`src/sv/fsg_pkg.sv`:
```
`default_nettype none
package fsg_pkg;

    localparam int GRID_MAX = 64;
    localparam int COORD_W  = $clog2(GRID_MAX);
    localparam int SIDE_W   = $clog2(GRID_MAX + 1);
    localparam int ADDR_W   = 2 * COORD_W;
    localparam int DEPTH    = GRID_MAX * GRID_MAX;
    localparam int SIZE_W   = 7;
    localparam int KIND_W   = 2;
    localparam int MODE_W   = 2;

    localparam logic [SIZE_W-1:0] GRID_SIZE_RESET = SIZE_W'(40);

    localparam logic [KIND_W-1:0] KIND_EMPTY    = 2'd0;
    localparam logic [KIND_W-1:0] KIND_SAND     = 2'd1;
    localparam logic [KIND_W-1:0] KIND_OBSTACLE = 2'd2;
    localparam logic [KIND_W-1:0] KIND_UNDEF    = 2'd3;

    localparam logic [MODE_W-1:0] MODE_PLACE = 2'd0;
    localparam logic [MODE_W-1:0] MODE_FRAME = 2'd1;
    localparam logic [MODE_W-1:0] MODE_READ  = 2'd2;

    typedef struct packed {
        logic [MODE_W-1:0]  mode;
        logic [COORD_W-1:0] x_coord;
        logic [COORD_W-1:0] y_coord;
        logic [KIND_W-1:0]  cell_kind;
    } req_t;

    typedef struct packed {
        logic [KIND_W-1:0] kind_read;
        logic              coord_valid;
    } rsp_t;

    typedef struct packed {
        logic              we;
        logic [ADDR_W-1:0] waddr;
        logic [KIND_W-1:0] wdata;
        logic [ADDR_W-1:0] raddr;
    } ram_ctrl_t;

endpackage
`default_nettype wire

```
`src/sv/fsg_engine.sv`:
```
`default_nettype none
module fsg_engine (
    input  wire logic                          clk,
    input  wire logic                          rst_n,
    input  wire logic [fsg_pkg::SIZE_W-1:0]    grid_size,
    input  wire logic                          req_valid,
    input  wire fsg_pkg::req_t                 req_data,
    output logic                               req_ready,
    output logic                               done,
    output fsg_pkg::rsp_t                      result,
    input  wire logic                          out_free,
    output fsg_pkg::ram_ctrl_t                 ram_ctrl,
    input  wire logic [fsg_pkg::KIND_W-1:0]    ram_rdata
);

    localparam int CW = fsg_pkg::COORD_W;
    localparam int SW = fsg_pkg::SIDE_W;
    localparam int GM = fsg_pkg::GRID_MAX;

    localparam logic [1:0] DIR_DOWN  = 2'd0;
    localparam logic [1:0] DIR_RIGHT = 2'd1;
    localparam logic [1:0] DIR_LEFT  = 2'd2;

    typedef enum logic [8:0] {
        ST_CLEAR   = 9'b000000001,
        ST_IDLE    = 9'b000000010,
        ST_RD_WAIT = 9'b000000100,
        ST_F_HERE  = 9'b000001000,
        ST_F_CHK   = 9'b000010000,
        ST_F_NB    = 9'b000100000,
        ST_F_NBCHK = 9'b001000000,
        ST_F_MOVE  = 9'b010000000,
        ST_DONE    = 9'b100000000
    } state_t;

    state_t                        state_reg, state_next;
    logic [fsg_pkg::ADDR_W-1:0]    clr_cnt_reg, clr_cnt_next;
    logic [CW-1:0]                 x_reg, x_next;
    logic [CW-1:0]                 y_reg, y_next;
    logic [CW-1:0]                 nx_reg, nx_next;
    logic [SW-1:0]                 n_reg, n_next;
    logic [1:0]                    dir_reg, dir_next;
    logic [GM-1:0]                 cur_mark_reg, cur_mark_next;
    logic [GM-1:0]                 nxt_mark_reg, nxt_mark_next;
    fsg_pkg::rsp_t                 res_reg, res_next;

    logic [SW-1:0] side;
    logic          in_grid;
    logic [SW-1:0] x_plus;
    logic [SW-1:0] y_plus;
    logic [SW-1:0] nb_x;
    logic          nb_ok;
    logic          adv;

    // saturate the register at the largest grid
    assign side    = (grid_size > fsg_pkg::SIZE_W'(GM)) ? SW'(GM) : SW'(grid_size);
    assign in_grid = ({1'b0, req_data.x_coord} < side) && ({1'b0, req_data.y_coord} < side);
    assign x_plus  = {1'b0, x_reg} + SW'(1);
    assign y_plus  = {1'b0, y_reg} + SW'(1);

    always_comb
    begin
        nb_x  = {1'b0, x_reg};
        nb_ok = 1'b1;
        case (dir_reg)
            DIR_RIGHT:
            begin
                nb_x  = x_plus;
                nb_ok = x_plus < n_reg;
            end
            DIR_LEFT:
            begin
                nb_x  = {1'b0, x_reg} - SW'(1);
                nb_ok = x_reg != '0;
            end
            default:
            begin
                nb_x  = {1'b0, x_reg};
                nb_ok = 1'b1;
            end
        endcase
    end

    always_comb
    begin
        state_next    = state_reg;
        clr_cnt_next  = clr_cnt_reg;
        x_next        = x_reg;
        y_next        = y_reg;
        nx_next       = nx_reg;
        n_next        = n_reg;
        dir_next      = dir_reg;
        cur_mark_next = cur_mark_reg;
        nxt_mark_next = nxt_mark_reg;
        res_next      = res_reg;
        ram_ctrl      = '0;
        ram_ctrl.raddr = {y_reg, x_reg};
        adv           = 1'b0;

        unique case (state_reg)
            ST_CLEAR:
            begin
                ram_ctrl.we    = 1'b1;
                ram_ctrl.waddr = clr_cnt_reg;
                ram_ctrl.wdata = fsg_pkg::KIND_EMPTY;
                clr_cnt_next   = clr_cnt_reg + 1'b1;
                if (&clr_cnt_reg)
                begin
                    state_next = ST_IDLE;
                end
            end
            ST_IDLE:
            begin
                ram_ctrl.raddr = {req_data.y_coord, req_data.x_coord};
                if (req_valid)
                begin
                    n_next   = side;
                    res_next = '0;
                    unique case (req_data.mode)
                        fsg_pkg::MODE_PLACE:
                        begin
                            ram_ctrl.we    = in_grid &&
                                             (req_data.cell_kind != fsg_pkg::KIND_UNDEF);
                            ram_ctrl.waddr = {req_data.y_coord, req_data.x_coord};
                            ram_ctrl.wdata = req_data.cell_kind;
                            res_next.coord_valid = in_grid;
                            state_next = ST_DONE;
                        end
                        fsg_pkg::MODE_READ:
                        begin
                            res_next.coord_valid = in_grid;
                            state_next = in_grid ? ST_RD_WAIT : ST_DONE;
                        end
                        fsg_pkg::MODE_FRAME:
                        begin
                            res_next.coord_valid = 1'b1;
                            x_next        = '0;
                            y_next        = '0;
                            cur_mark_next = '0;
                            nxt_mark_next = '0;
                            state_next    = (side == '0) ? ST_DONE : ST_F_HERE;
                        end
                        default:
                        begin
                            state_next = ST_DONE;
                        end
                    endcase
                end
            end
            ST_RD_WAIT:
            begin
                res_next.kind_read = ram_rdata;
                state_next = ST_DONE;
            end
            ST_F_HERE:
            begin
                state_next = ST_F_CHK;
            end
            ST_F_CHK:
            begin
                // only an unmoved grain above the bottom row can fall
                if ((ram_rdata == fsg_pkg::KIND_SAND) && !cur_mark_reg[x_reg] &&
                    (y_plus < n_reg))
                begin
                    dir_next   = DIR_DOWN;
                    state_next = ST_F_NB;
                end
                else
                begin
                    adv = 1'b1;
                end
            end
            ST_F_NB:
            begin
                if (nb_ok)
                begin
                    ram_ctrl.raddr = {y_plus[CW-1:0], nb_x[CW-1:0]};
                    nx_next        = nb_x[CW-1:0];
                    state_next     = ST_F_NBCHK;
                end
                else if (dir_reg == DIR_LEFT)
                begin
                    adv = 1'b1;
                end
                else
                begin
                    dir_next = dir_reg + 2'd1;
                end
            end
            ST_F_NBCHK:
            begin
                if (ram_rdata == fsg_pkg::KIND_EMPTY)
                begin
                    ram_ctrl.we           = 1'b1;
                    ram_ctrl.waddr        = {y_plus[CW-1:0], nx_reg};
                    ram_ctrl.wdata        = fsg_pkg::KIND_SAND;
                    nxt_mark_next[nx_reg] = 1'b1;
                    state_next            = ST_F_MOVE;
                end
                else if (dir_reg == DIR_LEFT)
                begin
                    adv = 1'b1;
                end
                else
                begin
                    dir_next   = dir_reg + 2'd1;
                    state_next = ST_F_NB;
                end
            end
            ST_F_MOVE:
            begin
                ram_ctrl.we    = 1'b1;
                ram_ctrl.waddr = {y_reg, x_reg};
                ram_ctrl.wdata = fsg_pkg::KIND_EMPTY;
                adv            = 1'b1;
            end
            ST_DONE:
            begin
                if (out_free)
                begin
                    state_next = ST_IDLE;
                end
            end
            default:
            begin
                state_next = ST_IDLE;
            end
        endcase

        // step to the next cell; marks roll down one row with the sweep
        if (adv)
        begin
            if (x_plus < n_reg)
            begin
                x_next     = x_plus[CW-1:0];
                state_next = ST_F_HERE;
            end
            else if (y_plus < n_reg)
            begin
                x_next        = '0;
                y_next        = y_plus[CW-1:0];
                cur_mark_next = nxt_mark_reg;
                nxt_mark_next = '0;
                state_next    = ST_F_HERE;
            end
            else
            begin
                state_next = ST_DONE;
            end
        end
    end

    always_ff @(posedge clk or negedge rst_n)
    begin
        if (!rst_n)
        begin
            state_reg   <= ST_CLEAR;
            clr_cnt_reg <= '0;
        end
        else
        begin
            state_reg   <= state_next;
            clr_cnt_reg <= clr_cnt_next;
        end
    end

    always_ff @(posedge clk)
    begin
        x_reg        <= x_next;
        y_reg        <= y_next;
        nx_reg       <= nx_next;
        n_reg        <= n_next;
        dir_reg      <= dir_next;
        cur_mark_reg <= cur_mark_next;
        nxt_mark_reg <= nxt_mark_next;
        res_reg      <= res_next;
    end

    assign req_ready = state_reg == ST_IDLE;
    assign done      = state_reg == ST_DONE;
    assign result    = res_reg;

endmodule
`default_nettype wire

```
`config.mk`:
```
export PLATFORM = sky130hd
export DESIGN_NAME = fsg_engine
export DESIGN_NICKNAME = d
export VERILOG_FILES = /design/src/sv/fsg_pkg.sv /design/src/sv/fsg_engine.sv
export SDC_FILE = /design/constraint.sdc
export NUM_CORES = 1
export LEC_CHECK = 0
export BUFFER_PORTS_ARGS = -buffer_cell sky130_fd_sc_hd__buf_2
export CORE_MARGIN = 2
export CORE_UTILIZATION = 55
export DETAILED_ROUTE_END_ITERATION = 7
export PLACE_DENSITY = 0.77
export REMOVE_ABC_BUFFERS = 1
export SYNTH_ARGS = -nofsm -noshare
export SYNTH_HDL_FRONTEND = slang
export SYNTH_SLANG_ARGS = --single-unit
```
`constraint.sdc`:
```
create_clock -name clk -period 3.3 [get_ports clk]
set_input_delay 0.165 -clock clk [delete_from_list [all_inputs] [get_ports clk]]
set_output_delay 0.165 -clock clk [all_outputs]
set_load 0.02 [all_outputs]
```
==> results_dict.tcl <==
set metrics [dict create \
    status "completed" \
    drc 0 \
    p_int_mw 3.866 \
    finalSetupViolCount 0 \
    io_buffers 60 \
    tns_ns 0 \
    maxSlewViolCount 0 \
    final_cell_mix "200 x nand2_1, 135 x dfxtp_1, 91 x nor2_1, 79 x o21ai_0, 62 x a22oi_1" \
    path_delay_family "simple AND/OR/NAND/NOR gates" \
    grt_pass1_wl_mm 36.63 \
    pre_cts_ws_ns -0.02729 \
    postRouteAntennaNets 0 \
    grt_pass1_vias 7132 \
    htreeDepth 4 \
    max_stage_delay_ns 0.37 \
    cts_root_buffer "clkbuf_16" \
    swShare_pct 32.01 \
    power.switching_mw 1.820 \
    hp-start "ram_rdata[1]" \
    avgSynthCellArea_um2 8.750 \
    cts_made_buffers 17 \
    io_pins 61 \
    diodes 0 \
    clkSinkCount 179 \
    nNetsFinal 1139 \
    tightest_slew_ns 1.066 \
    yosysSeqAreaShare_pct 43.84 \
    crit_buf_inv 1 \
    gp_congestion 0.9765 \
    rrSetupSlack_ns 0.15 \
    synthCells 1009 \
    start_kind "flip-flop" \
    max-cap-violations 0 \
    finalCoreUtilization_pct 65.57 \
    synth_edf_count 18 \
    reg2reg_from "y_reg[0]$_DFF_P_" \
    wirelength_mm 23.56 \
    r2r_end "y_reg[0]$_DFF_P_" \
    die_x_um 130.7 \
    path_depth 12 \
    synth_area_um2 8828 \
    vdd_drop_max_mv 0.4392 \
    crit_fanout 6 \
    area_delta_synth_final_pct 17.13 \
    clk_pin_slew_ns 0.07 \
    grt_overflow_total 0 \
    crit_path_cell_trace "and2_4 > nand4_1 > xnor2_2 > ha_4 > a21o_1 > a21oi_2 > nand2_2 > nor3_2 > o21ai_2 > nor2b_2 > a221o_1 > buf_2" \
    grt_max_degree 63 \
    finalPower_mw 5.686 \
    combPwrFrac_pct 22.7 \
    vias 7918 \
    drive_above_1_share_pct 19.36 \
    antenna_found_initial 0 \
    powerDensity_nw_per_um2 549.8 \
    core_um2 15770 \
    drt_first_iter_violations 1003 \
    fp-row-count 46 \
    critPathKind "flip-flop to primary output" \
    finalHoldViolCount 0 \
    required_ns 3.13 \
    wire_per_inst_um 18.04 \
    max-slew-margin-rel_pct 28.77 \
    ys_async_sr_fraction_pct 11.73 \
    min_period_ns 3.190 \
    skew_ns 0.01047 \
    die-area_um2 17080 \
    arrival_ns 3.02 \
    cts_tree "yes" \
    whs_endpoint "result[2]$_DFFE_PP_" \
    fillers 1272 \
    ys_ff_latch 179 \
    clkPwrFrac_pct 36.5 \
    crit_slowest_cell "dfxtp_2" \
    whs_path_depth 2 \
    hold_class "primary input to flip-flop" \
    vias_per_cell 6.063 \
    fmax_mhz 313.5 \
    fin_crit_sh_pct 96.66 \
    endpoint_kind "primary output" \
    die_h_um 130.7 \
    placed_area_um2 9554 \
    ys_types 72 \
    clockBufferDepth 2 \
    grtUsageTotal_pct 27.70 \
    dpl.hpwl_mm 15.84 \
    reg2regPathDepth 14 \
    synth_top_flop_cell "dfxtp_1" \
    final_common_cell "nand2_1" \
    first_pass_iters 8 \
    clock_latency_ns 0.44 \
    worst_slack_ns 0.1102 \
    p_leak_nw 4.297 \
    sequentialPowerShare_pct 40.8 \
    yosysWarningCount 0 \
    start_util_pct 55.98 \
    stdcell_area_um2 10340 \
]
==> worst max path at each step <==
| stage | from | end | slack [ns] |
|---|---|---|---|
| 6_report | x_reg[2]$_DFF_P_ | ram_ctrl[11] | 0.11 |
| 3_5_place_dp | y_reg[0]$_DFF_P_ | nxt_mark_reg[61]$_DFF_P_ | -0.03 |
| 2_1_floorplan | state_reg[7]$_DFFE_PN0P_ | nxt_mark_reg[0]$_DFF_P_ | -2.48 |
| 5_1_grt | x_reg[1]$_DFF_P_ | ram_ctrl[9] | -0.04 |
| 4_1_cts | x_reg[1]$_DFF_P_ | ram_ctrl[4] | 0.005 |
| 3_3_place_gp | y_reg[0]$_DFF_P_ | nxt_mark_reg[61]$_DFF_P_ | 0.08 |
==> cells in the mapped netlist, types with 8 or more instances <==
library cell	count	area [um2]
mux2i_1	12	120.1
inv_1	28	105.1
a222oi_1	10	100.1
edfxtp_1	18	540.5
xnor2_1	14	122.6
dfxtp_1	140	2803
dfrtp_1	20	500.5
a221o_1	9	90.09
buf_2	9	45.04
o21ai_0	81	405.4
nor2_1	91	341.6
buf_4	9	67.56
nor3_1	14	70.07
nand2b_1	11	68.82
nand4_1	8	50.05
ha_1	33	412.9
a22oi_1	62	465.5
a22o_1	8	70.07
nand3_1	14	70.07
mux4_2	12	270.3
a21oi_1	23	115.1
nand2_1	202	758.2
clkbuf_1	45	168.9
nor2b_1	21	131.4
==> final cells by class <==
class | count | area (um2) | area share (%)
clock buffers | 17 | 425.4 | 4.114
clock inverters | 15 | 188.9 | 1.827
repair buffers | 120 | 875.8 | 8.469
well taps | 216 | 270.3 | 2.613
flip-flops and latches | 179 | 3881 | 37.53
inverters | 29 | 108.9 | 1.053
multi-input cells | 730 | 4591 | 44.39
==> power groups by stage <==
stage                     registers (mW)  logic (mW)  clock network, mW
after CTS                           2.31        1.23               2.09
final                               2.32        1.29               2.08
after global routing                2.33        1.39               2.18
after global placement              2.36        1.20                  0
after floorplan                     2.42       0.726                  0
after detailed placement            2.36        1.21                  0
==> metal layers <==
metal / wire length [um] / track usage (%) / vias up / part of all wire, %
met3: 1773 / 6.352 / 91 / 7.5
met5: 0 / 0 / - / 0
met2: 10970 / 45.07 / 370 / 47
met1: 9893 / 35.08 / 3754 / 42
met4: 926 / 13.20 / 0 / 3.9
li1: - / - / 3703 / -
==> stage by stage <==
stage / cells / hold slack, ns
after floorplan: 937 / -0.1306
after CTS: 1299 / 0.02788
after detailed placement: 1266 / 0.1654
after global routing: 1306 / 0.04748
after global placement: 1266 / 0.1668
final: 1306 / 0.03980
==> what timing repair did <==
item | 4_1_cts | 5_1_grt
setup buffers | 0 | 6
hold endpoints to repair | 20 | 0
hold buffers | 1 | 0
endpoints found under the setup margin | 28 | 114
gates cloned | 0 | 2
pin swaps | 0 | 8
resized for setup | 6 | 23
==> worst register-to-register path, cell delays in order, from the launching register on <==
cell	delay [ns]
dfxtp_1	0.31
ha_1	0.25
nor2b_1	0.17
or2_2	0.30
ha_1	0.29
nor2_1	0.13
a2111oi_2	0.05
buf_4	0.16
a2111oi_4	0.31
a32oi_1	0.15
o21ai_4	0.24
a21oi_4	0.10
buf_4	0.16
buf_4	0.16
mux2_2	0.26
==> cells by family (layout without fill, tap and decap cells) <==
| logic type | Yosys count | count (layout) | share of synthesized area [%] |
|---|---|---|---|
| buffers and inverters | 101 | 181 | 5.144 |
| multiplexers | 29 | 29 | 5.060 |
| adder cells (fa/ha/maj) | 33 | 33 | 4.677 |
| XOR/XNOR | 19 | 19 | 1.885 |
| flip-flops | 179 | 179 | 43.84 |
| AND/OR/NAND/NOR | 414 | 415 | 21.06 |
| AO/OA/AOI/OAI | 234 | 234 | 18.34 |
(Power assumes the default switching activity.)
